**src/hdl/htpt_pkg.sv**
```systemverilog
// Shared types, constants and tag-name matching for the HTML-to-text filter.
package htpt_pkg;

  // Tag name buffer
  localparam int TAG_NAME_MAX = 8;
  localparam int TAG_LEN_W    = $clog2(TAG_NAME_MAX + 1);
  localparam int TAG_IDX_W    = $clog2(TAG_NAME_MAX);

  // Longest name in the match lists ("/footer")
  localparam int NAME_LIT_LEN = 7;

  // Result queue
  localparam int FIFO_DEPTH = 4;
  localparam int FIFO_PTR_W = $clog2(FIFO_DEPTH);
  localparam int FIFO_CNT_W = $clog2(FIFO_DEPTH + 1);

  // Character codes
  localparam logic [7:0] CH_LT = 8'h3C;
  localparam logic [7:0] CH_GT = 8'h3E;
  localparam logic [7:0] CH_NL = 8'h0A;
  localparam logic [7:0] CH_SP = 8'h20;

  typedef logic [TAG_NAME_MAX-1:0][7:0] tag_store_t;
  typedef logic [TAG_LEN_W-1:0]         tag_len_t;

  // What was emitted last
  typedef enum logic [1:0] {
    KIND_NONE    = 2'd0,
    KIND_SPACE   = 2'd1,
    KIND_NEWLINE = 2'd2,
    KIND_OTHER   = 2'd3
  } kind_t;

  // Tag classes that add newlines on '>'
  typedef enum logic [2:0] {
    CLS_NONE,
    CLS_HEAD,
    CLS_PARA,
    CLS_BLOCK,
    CLS_BR
  } tag_class_t;

  // One result character
  typedef struct packed {
    logic [7:0] ch;
    logic       last;
  } entry_t;

  // Results produced by one request, pushed to the queue together
  typedef struct packed {
    logic [1:0] cnt;
    entry_t     e0;
    entry_t     e1;
  } push_t;

  // Compare the stored name with a literal of n characters (first char at the top)
  function automatic logic name_eq(input tag_store_t st, input tag_len_t len,
                                   input logic [8*NAME_LIT_LEN-1:0] lit,
                                   input int unsigned n);
    logic eq;
    eq = (len == TAG_LEN_W'(n));
    for (int unsigned k = 0; k < NAME_LIT_LEN; k++) begin
      if (k < n) begin
        if (st[k] != lit[8*(n-1-k) +: 8]) begin
          eq = 1'b0;
        end
      end
    end
    return eq;
  endfunction

  // Sort the captured name into its newline class
  function automatic tag_class_t classify(input tag_store_t st, input tag_len_t len,
                                          input logic ovf);
    tag_class_t cls;
    cls = CLS_NONE;
    if (!ovf) begin
      if (name_eq(st, len, "h1", 2) || name_eq(st, len, "/h1", 3) ||
          name_eq(st, len, "h2", 2) || name_eq(st, len, "/h2", 3) ||
          name_eq(st, len, "h3", 2) || name_eq(st, len, "/h3", 3) ||
          name_eq(st, len, "h4", 2) || name_eq(st, len, "/h4", 3) ||
          name_eq(st, len, "h5", 2) || name_eq(st, len, "/h5", 3) ||
          name_eq(st, len, "h6", 2) || name_eq(st, len, "/h6", 3)) begin
        cls = CLS_HEAD;
      end else if (name_eq(st, len, "p", 1) || name_eq(st, len, "/p", 2)) begin
        cls = CLS_PARA;
      end else if (name_eq(st, len, "div", 3) || name_eq(st, len, "/div", 4) ||
                   name_eq(st, len, "ol", 2) || name_eq(st, len, "/ol", 3) ||
                   name_eq(st, len, "ul", 2) || name_eq(st, len, "/ul", 3) ||
                   name_eq(st, len, "li", 2) || name_eq(st, len, "/li", 3) ||
                   name_eq(st, len, "dl", 2) || name_eq(st, len, "/dl", 3) ||
                   name_eq(st, len, "dt", 2) || name_eq(st, len, "/dt", 3) ||
                   name_eq(st, len, "dd", 2) || name_eq(st, len, "/dd", 3) ||
                   name_eq(st, len, "footer", 6) ||
                   name_eq(st, len, "/footer", 7)) begin
        cls = CLS_BLOCK;
      end else if (name_eq(st, len, "br", 2)) begin
        cls = CLS_BR;
      end
    end
    return cls;
  endfunction

endpackage

```
**src/hdl/htpt_in_if.sv**
```systemverilog
// Input channel: HTML bytes with end-of-document flag.
interface htpt_in_if;
  logic       valid;
  logic       ready;
  logic [7:0] in_byte;
  logic       end_of_document;

  modport source (output valid, output in_byte, output end_of_document, input ready);
  modport sink   (input valid, input in_byte, input end_of_document, output ready);
endinterface

```
**src/hdl/htpt_out_if.sv**
```systemverilog
// Output channel: plain text characters.
interface htpt_out_if;
  logic       valid;
  logic       ready;
  logic [7:0] out_char;
  logic       last_of_run;

  modport source (output valid, output out_char, output last_of_run, input ready);
  modport sink   (input valid, input out_char, input last_of_run, output ready);
endinterface

```
**src/hdl/htpt_filter_core.sv**
```systemverilog
// Input register, tag parser state and result generation for one byte per cycle while the result queue has room.
module htpt_filter_core (
  input  logic            clk,
  input  logic            rst,
  htpt_in_if.sink         in_stream,
  input  logic            room,
  output htpt_pkg::push_t push
);

  // Input register
  logic       q_valid;
  logic [7:0] q_byte;
  logic       q_eod;
  logic       fire;

  // Parser state
  logic                 inside_tag, inside_tag_next;
  htpt_pkg::tag_store_t tag_store;
  htpt_pkg::tag_len_t   tag_len, tag_len_next;
  logic                 word_done, word_done_next;
  logic                 name_ovf, name_ovf_next;
  htpt_pkg::kind_t      kind, kind_next;
  logic                 store_we;
  htpt_pkg::tag_class_t cls;
  logic                 is_sep;

  assign fire            = q_valid && room;
  assign in_stream.ready = !q_valid || fire;

  always_ff @(posedge clk) begin
    if (rst) begin
      q_valid <= 1'b0;
    end else if (in_stream.valid && in_stream.ready) begin
      q_valid <= 1'b1;
    end else if (fire) begin
      q_valid <= 1'b0;
    end
  end

  always_ff @(posedge clk) begin
    if (in_stream.valid && in_stream.ready) begin
      q_byte <= in_stream.in_byte;
      q_eod  <= in_stream.end_of_document;
    end
  end

  assign cls    = htpt_pkg::classify(tag_store, tag_len, name_ovf);
  assign is_sep = (q_byte == htpt_pkg::CH_SP) || (q_byte == htpt_pkg::CH_NL);

  // Next state and results for the registered byte
  always_comb begin
    inside_tag_next = inside_tag;
    tag_len_next    = tag_len;
    word_done_next  = word_done;
    name_ovf_next   = name_ovf;
    kind_next       = kind;
    store_we        = 1'b0;
    push.cnt        = 2'd0;
    push.e0         = '{ch: htpt_pkg::CH_NL, last: 1'b1};
    push.e1         = '{ch: htpt_pkg::CH_NL, last: 1'b1};

    if (inside_tag) begin
      if (q_byte == htpt_pkg::CH_GT) begin
        inside_tag_next = 1'b0;
        if (kind != htpt_pkg::KIND_NONE) begin
          unique case (cls)
            htpt_pkg::CLS_HEAD: begin
              // end in a blank line
              if (kind != htpt_pkg::KIND_NEWLINE) begin
                push.cnt     = 2'd2;
                push.e0.last = 1'b0;
              end else begin
                push.cnt = 2'd1;
              end
              kind_next = htpt_pkg::KIND_NEWLINE;
            end
            htpt_pkg::CLS_PARA, htpt_pkg::CLS_BR: begin
              push.cnt  = 2'd1;
              kind_next = htpt_pkg::KIND_NEWLINE;
            end
            htpt_pkg::CLS_BLOCK: begin
              if (kind != htpt_pkg::KIND_NEWLINE) begin
                push.cnt  = 2'd1;
                kind_next = htpt_pkg::KIND_NEWLINE;
              end
            end
            default: begin
            end
          endcase
        end
      end else if (is_sep) begin
        if ((tag_len != '0) || name_ovf) begin
          word_done_next = 1'b1;
        end
      end else if (!word_done) begin
        if (tag_len < htpt_pkg::TAG_LEN_W'(htpt_pkg::TAG_NAME_MAX)) begin
          store_we     = 1'b1;
          tag_len_next = tag_len + htpt_pkg::TAG_LEN_W'(1);
        end else begin
          name_ovf_next = 1'b1;
        end
      end
    end else begin
      if (q_byte == htpt_pkg::CH_LT) begin
        inside_tag_next = 1'b1;
        tag_len_next    = '0;
        word_done_next  = 1'b0;
        name_ovf_next   = 1'b0;
      end else if (is_sep) begin
        // collapse whitespace runs to one space
        if (kind == htpt_pkg::KIND_OTHER) begin
          push.cnt   = 2'd1;
          push.e0.ch = htpt_pkg::CH_SP;
          kind_next  = htpt_pkg::KIND_SPACE;
        end
      end else begin
        push.cnt   = 2'd1;
        push.e0.ch = q_byte;
        kind_next  = htpt_pkg::KIND_OTHER;
      end
    end

    // end of document returns control state to reset
    if (q_eod) begin
      inside_tag_next = 1'b0;
      tag_len_next    = '0;
      word_done_next  = 1'b0;
      name_ovf_next   = 1'b0;
      kind_next       = htpt_pkg::KIND_NONE;
    end

    if (!fire) begin
      push.cnt = 2'd0;
    end
  end

  // State registers
  always_ff @(posedge clk) begin
    if (rst) begin
      inside_tag <= 1'b0;
      tag_len    <= '0;
      word_done  <= 1'b0;
      name_ovf   <= 1'b0;
      kind       <= htpt_pkg::KIND_NONE;
    end else if (fire) begin
      inside_tag <= inside_tag_next;
      tag_len    <= tag_len_next;
      word_done  <= word_done_next;
      name_ovf   <= name_ovf_next;
      kind       <= kind_next;
    end
  end

  // Name buffer, no reset
  always_ff @(posedge clk) begin
    if (fire && store_we) begin
      tag_store[tag_len[htpt_pkg::TAG_IDX_W-1:0]] <= q_byte;
    end
  end

`ifndef SYNTHESIS
  a_eod_clears: assert property (@(posedge clk) disable iff (rst)
    fire && q_eod |=> !inside_tag && (tag_len == '0) && (kind == htpt_pkg::KIND_NONE))
    else $error("state not cleared after end of document");

  a_len_bound: assert property (@(posedge clk) disable iff (rst)
    name_ovf |-> (tag_len == htpt_pkg::TAG_LEN_W'(htpt_pkg::TAG_NAME_MAX)))
    else $error("overflow flagged with name buffer not full");

  a_emit_kind: assert property (@(posedge clk) disable iff (rst)
    fire && (push.cnt != 2'd0) && !q_eod |=> (kind != htpt_pkg::KIND_NONE))
    else $error("output emitted but last kind still none");
`endif

endmodule

```
**src/hdl/htpt_result_fifo.sv**
```systemverilog
// Result queue: takes up to two characters per request, hands out one per cycle while the output is ready.
module htpt_result_fifo (
  input  logic            clk,
  input  logic            rst,
  input  htpt_pkg::push_t push,
  output logic            room,
  htpt_out_if.source      out_stream
);

  htpt_pkg::entry_t              mem [htpt_pkg::FIFO_DEPTH];
  logic [htpt_pkg::FIFO_PTR_W-1:0] wr_ptr;
  logic [htpt_pkg::FIFO_PTR_W-1:0] rd_ptr;
  logic [htpt_pkg::FIFO_CNT_W-1:0] count;
  logic [htpt_pkg::FIFO_CNT_W-1:0] count_next;
  logic                          pop;

  assign room = (count <= htpt_pkg::FIFO_CNT_W'(htpt_pkg::FIFO_DEPTH - 2));
  assign pop  = out_stream.valid && out_stream.ready;

  assign out_stream.valid       = (count != '0);
  assign out_stream.out_char    = mem[rd_ptr].ch;
  assign out_stream.last_of_run = mem[rd_ptr].last;

  // Occupancy after this cycle's push and pop
  always_comb begin
    count_next = count + htpt_pkg::FIFO_CNT_W'(push.cnt);
    if (pop) begin
      count_next = count_next - htpt_pkg::FIFO_CNT_W'(1);
    end
  end

  always_ff @(posedge clk) begin
    if (rst) begin
      wr_ptr <= '0;
      rd_ptr <= '0;
      count  <= '0;
    end else begin
      wr_ptr <= wr_ptr + htpt_pkg::FIFO_PTR_W'(push.cnt);
      if (pop) begin
        rd_ptr <= rd_ptr + htpt_pkg::FIFO_PTR_W'(1);
      end
      count <= count_next;
    end
  end

  // Storage writes
  always_ff @(posedge clk) begin
    if (push.cnt != 2'd0) begin
      mem[wr_ptr] <= push.e0;
    end
    if (push.cnt == 2'd2) begin
      mem[wr_ptr + htpt_pkg::FIFO_PTR_W'(1)] <= push.e1;
    end
  end

`ifndef SYNTHESIS
  a_no_overflow: assert property (@(posedge clk) disable iff (rst)
    count <= htpt_pkg::FIFO_CNT_W'(htpt_pkg::FIFO_DEPTH))
    else $error("result queue overflow");

  a_push_with_room: assert property (@(posedge clk) disable iff (rst)
    (push.cnt != 2'd0) |-> room)
    else $error("push without room");

  a_pop_drains: assert property (@(posedge clk) disable iff (rst)
    (push.cnt == 2'd0) && pop |=> count == $past(count) - htpt_pkg::FIFO_CNT_W'(1))
    else $error("pop did not reduce occupancy");
`endif

endmodule

```
**src/hdl/html_to_plain_text_filter.sv**
```systemverilog
// Each accepted byte is registered; its results then go into the result queue.
// Throughput: one byte per cycle while the queue has room; the output port moves one
// character per cycle while ready, and a heading close can yield two newlines.
// A four-entry result queue lets input continue while a result waits to be taken.
// Reset (rst, synchronous) clears parser state and the queue; the name buffer
// is not reset.
module html_to_plain_text_filter (
  input  logic       clk,
  input  logic       rst,
  htpt_in_if.sink    in_stream,
  htpt_out_if.source out_stream
);

  htpt_pkg::push_t push;
  logic            room;

  htpt_filter_core u_core (
    .clk       (clk),
    .rst       (rst),
    .in_stream (in_stream),
    .room      (room),
    .push      (push)
  );

  htpt_result_fifo u_fifo (
    .clk        (clk),
    .rst        (rst),
    .push       (push),
    .room       (room),
    .out_stream (out_stream)
  );

endmodule
```
**src/flat_wrapper.sv**
```systemverilog
// flat-port wrapper written by rule: the top's interface ports become plain ports
module html_to_plain_text_filter_flat 
  (clk, rst, in_stream_valid, in_stream_in_byte, in_stream_end_of_document, in_stream_ready, out_stream_valid, out_stream_out_char, out_stream_last_of_run, out_stream_ready);
  htpt_in_if in_stream_i ();
  htpt_out_if out_stream_i ();
  input  logic clk;
  input  logic rst;
  input wire logic [$bits(in_stream_i.valid)-1:0] in_stream_valid;
  input wire logic [$bits(in_stream_i.in_byte)-1:0] in_stream_in_byte;
  input wire logic [$bits(in_stream_i.end_of_document)-1:0] in_stream_end_of_document;
  output wire logic [$bits(in_stream_i.ready)-1:0] in_stream_ready;
  output wire logic [$bits(out_stream_i.valid)-1:0] out_stream_valid;
  output wire logic [$bits(out_stream_i.out_char)-1:0] out_stream_out_char;
  output wire logic [$bits(out_stream_i.last_of_run)-1:0] out_stream_last_of_run;
  input wire logic [$bits(out_stream_i.ready)-1:0] out_stream_ready;
  assign in_stream_i.valid = in_stream_valid;
  assign in_stream_i.in_byte = in_stream_in_byte;
  assign in_stream_i.end_of_document = in_stream_end_of_document;
  assign in_stream_ready = in_stream_i.ready;
  assign out_stream_valid = out_stream_i.valid;
  assign out_stream_out_char = out_stream_i.out_char;
  assign out_stream_last_of_run = out_stream_i.last_of_run;
  assign out_stream_i.ready = out_stream_ready;
  html_to_plain_text_filter u_core (.clk(clk), .rst(rst), .in_stream(in_stream_i), .out_stream(out_stream_i));
endmodule
```
**config.mk**
```make
export PLATFORM = sky130hd
export DESIGN_NAME = html_to_plain_text_filter_flat
export DESIGN_NICKNAME = d
export VERILOG_FILES = /design/src/hdl/htpt_pkg.sv /design/src/hdl/htpt_in_if.sv /design/src/hdl/htpt_out_if.sv /design/src/hdl/htpt_filter_core.sv /design/src/hdl/htpt_result_fifo.sv /design/src/hdl/html_to_plain_text_filter.sv /design/src/flat_wrapper.sv
export SDC_FILE = /design/constraint.sdc
export NUM_CORES = 1
export LEC_CHECK = 0
export BUFFER_PORTS_ARGS = -buffer_cell sky130_fd_sc_hd__buf_2
export CAP_MARGIN = 30
export CORE_ASPECT_RATIO = 0.7
export CORE_MARGIN = 1
export CORE_UTILIZATION = 45
export CTS_CLUSTER_DIAMETER = 50
export DETAILED_ROUTE_END_ITERATION = 8
export SLEW_MARGIN = 20
export SYNTH_ARGS = -nofsm -noshare
export SYNTH_HDL_FRONTEND = slang
export SYNTH_HIERARCHICAL = 1
export SYNTH_SLANG_ARGS = --single-unit
export TNS_END_PERCENT = 30
```
**constraint.sdc**
```tcl
create_clock -name clk -period 4.35 [get_ports clk]
set_clock_uncertainty 0.2 [all_clocks]
set_input_delay 0.6525 -clock clk [delete_from_list [all_inputs] [get_ports clk]]
set_output_delay 0.6525 -clock clk [all_outputs]
set_load 0.02 [all_outputs]
```
==> run_results.csv <==
group,metric,value,unit
timing,hold_violations,0,
global_route,grt_max_degree,17,
pwr,leakage,2.31,nW
floorplanning,start_util,0.465,
clocking,cts.sinks,120,
global_route,grt_overflow_total,0,
timing,worstMarginPinSlew,0.791,ns
placed_design,place_area,0.00619,mm2
placed_design,place_congestion,0.937,
placed_design,dp_hpwl,9220,um
worst_setup_path,critPathMaxStageDelay,0.44,ns
timing,max_freq,244,MHz
worst_setup_path,endpoint_kind,"flop",
timing,post-route-period-util,0.944,
final_layout,nets,514,
routing,routed_wl,13200,um
floorplanning,dieArea,0.0134,mm2
timing,whs,0.207,ns
clocking,cts_hold_buffers,0,
routing,num_vias,3874,
worst_hold_path,hold_class,"in -> reg",
routing,first_pass_iters,5,
final_layout,insertedDiodeCount,0,
synth,synthesis.area,0.00584,mm2
floorplanning,fp-row-count,34,
worst_setup_path,crit_arrival,4.23,ns
worst_setup_path,critical_path_class,"reg -> reg",
floorplanning,die_w,138,um
global_route,grt_pass1_vias,3716,
timing,timing.final.crit_period,4.10,ns
worst_setup_path,crit_chain,"or2_2, or2_0, or4_1, o311ai_2, a311o_2, nor3_1, nor3b_1, o21a_1, buf_4, ha_1, fa_1, inv_1, ha_1, a211oi_1",
clocking,cts_tree,"built",
routing,wl_per_cell,19.8,um
final_layout,layout_commonest_cell,"edfxtp_1",
worst_setup_path,critPathTopFamily,"simple AND/OR/NAND/NOR gates",
final_layout,stdcell_count,668,
global_route,grtUsageTotal,0.209,
clocking,clk_path_buf_depth,2,
clocking,clkLatencyLatePin,0.42,ns
timing,setup_tns,0,ns
synth,synth.top_cell.area_share,0.520,
synth,synth_top_area_cell,"edfxtp_1",
final_layout,stdcell_area,0.00682,mm2
synth,synth-edff-count,101,
timing,finalMaxSlewViolations,0,
run,cap_violations,0,
routing,post-route-drc-count,0,
worst_setup_path,worstPathMaxFanout,5,
pwr,power,0.00319,W
synth,synthArstFlopShare,0,
synth,synth_area_per_cell,13.3,um2
final_layout,num-fill-cells,1030,
worst_setup_path,start_kind,"flop",
routing,drtAntennaViolNets,0,
worst_setup_path,worstPathRequired,4.48,ns
global_route,grt_first_pass_wirelength,20600,um
clocking,clk_root_buffer_cell,"clkbuf_16",
pwr,ir_worst_vdd,0.358,mV
worst_setup_path,slowest_stage,"edfxtp_1",
floorplanning,fp.coreArea,0.0125,mm2
timing,rsz0062_at_grt,"false",
synth,yosysUniqueCellTypes,78,
worst_setup_path,worst-path-buf-inv,2,
synth,ys_dominant_reg_cell,"edfxtp_1",
placed_design,numPlacedInstances,631,
final_layout,final_cell_mix,"edfxtp_1 (101), nor2_1 (36), mux2_2 (36), buf_4 (25), buf_2 (23)",
clocking,cts_buffers,17,
synth,yosysSeqAreaShare,0.585,
synth,synthCells,440,
placed_design,port_buffers,23,
routing,drt_first_iter_violations,391,
worst_setup_path,critPathMostFrequentCell,"ha_1",
floorplanning,dieHeight,97.3,um
floorplanning,ioPinCount,24,
final_layout,area_growth,16.8,%
timing,setup_viol,0,
global_route,antenna_found_initial,0,
synth,synth_area_leaders,"edfxtp_1 (52%), mux2_2 (6.9%), dfxtp_1 (6.5%)",
synth,ys_warn_count,6,
pwr,cellPowerDensity,467,mW/mm2
clocking,clk_pin_slew,0.06,ns
status,status,"finished clean",
synth,ys_seq_elements,120,
clocking,cts_max_level,4,
timing,relSlewSlack,0.471,
final_layout,drive_above_1_share,0.296,
routing,viasPerCell,5.80,
==> cell type report <==
class,instances,area (um2),share of cell area
well taps,162,203,0.0297
flip-flops and latches,120,3410,0.501
multi-input cells,288,2250,0.331
inverters,18,67.6,0.00991
clock buffers,18,429,0.0629
repair buffers,48,303,0.0444
clock inverters,14,148,0.0217
==> sequential cells by signal, indices dropped and copies added (netlist names), named ones only <==
| name | cells |
|---|---|
| u_core/u_core/inside_tag | 1 |
| u_core/u_core/kind | 2 |
| u_core/u_core/name_ovf | 1 |
| u_core/u_core/q_byte | 8 |
| u_core/u_core/q_eod | 1 |
| u_core/u_core/q_valid | 1 |
| u_core/u_core/tag_len | 4 |
| u_core/u_core/tag_store | 56 |
| u_core/u_core/word_done | 1 |
| u_core/u_fifo/count | 3 |
| u_core/u_fifo/mem | 36 |
| u_core/u_fifo/rd_ptr | 2 |
| u_core/u_fifo/wr_ptr | 2 |
==> worst paths after layout <==
kind	start	slack (ns)	depth (start not counted)	end
setup / recovery	u_core/u_core/tag_store[9]$_DFFE_PP_	0.25	14	u_core/u_fifo/count[1]$_SDFF_PP0_
hold / removal	in_stream_in_byte[5]	0.21	1	u_core/u_core/q_byte[5]$_DFFE_PP_
setup reg to reg	u_core/u_core/tag_store[9]$_DFFE_PP_	0.25	14	u_core/u_fifo/count[1]$_SDFF_PP0_
hold reg to reg	u_core/u_core/word_done$_SDFFE_PP0P_	0.32	2	u_core/u_core/word_done$_SDFFE_PP0P_
==> layer usage <==
metal / wire [um] / vias to the layer above / GRT usage
met2: 5370 / 171 / 0.285
met1: 6720 / 1895 / 0.312
met3: 911 / 20 / 0.0567
met5: 0 / - / 0
met4: 211 / 0 / 0.0847
li1: - / 1788 / -
==> synthesized netlist by cell type (3+ instances only) <==
library cell and count:
nor4_1 7, or2_2 3, ha_1 7, dfxtp_1 19
a21oi_1 11, o21ai_0 8, nor2_1 36, nand2b_1 8
nor2b_1 8, nor3b_1 7, or4b_2 4, nand4_1 9
mux2_2 36, nand3_1 5, and3_1 3, and2_1 4
nand4b_1 5, nand2_1 16, inv_1 18, buf_6 3
mux4_2 9, o21a_1 3, nor3_1 13, clkbuf_1 5
xor2_1 4, buf_4 11, edfxtp_1 101, or3_1 5
xnor2_1 4, nand3b_1 8
==> worst reg2reg max path: stages (launching register included) <==
cell and delay (ns):
edfxtp_1 0.44, or2_2 0.39, or2_0 0.29, or4_1 0.43, o311ai_2 0.35, a311o_2 0.20, nor3_1 0.05, nor3b_1 0.25
o21a_1 0.19, buf_4 0.16, ha_1 0.16, fa_1 0.43, inv_1 0.07, ha_1 0.21, a211oi_1 0.20
==> report_power, final <==
part | internal [W] | total, W | switching (W)
registers | 0.00132 | 0.00140 | 0.0000801
logic | 0.000196 | 0.000422 | 0.000226
clock network | 0.000843 | 0.00136 | 0.000521
total | 0.00236 | 0.00319 | 0.000828
==> cell families (layout without fill, tap and decap cells) <==
| kind of cell | after synthesis | in the layout | synth area share |
|---|---|---|---|
| other | 2 | 9 | 0.00129 |
| buffers and inverters | 39 | 98 | 0.0362 |
| adders and majority gates | 8 | 8 | 0.0184 |
| muxes | 46 | 46 | 0.106 |
| and+or+nand+nor | 165 | 165 | 0.173 |
| xor gates and xnor gates | 8 | 8 | 0.0120 |
| DFF | 120 | 120 | 0.585 |
| AOI/OAI and AO/OA | 52 | 52 | 0.0688 |
==> repair_timing <==
action,CTS,global route
gates resized for setup,0,4
buffers inserted,0,5
endpoints found under the setup margin,0,11
==> stage by stage <==
| stage | worst slack [ns] | utilization |
|---|---|---|
| final | 0.245 | 0.543 |
| after global placement | 0.187 | 0.493 |
| after CTS | 0.112 | 0.539 |
| after floorplan | 0.618 | - |
| after detailed placement | 0.185 | 0.493 |
| after global routing | 0.0303 | 0.543 |
(Power assumes the default switching activity.)
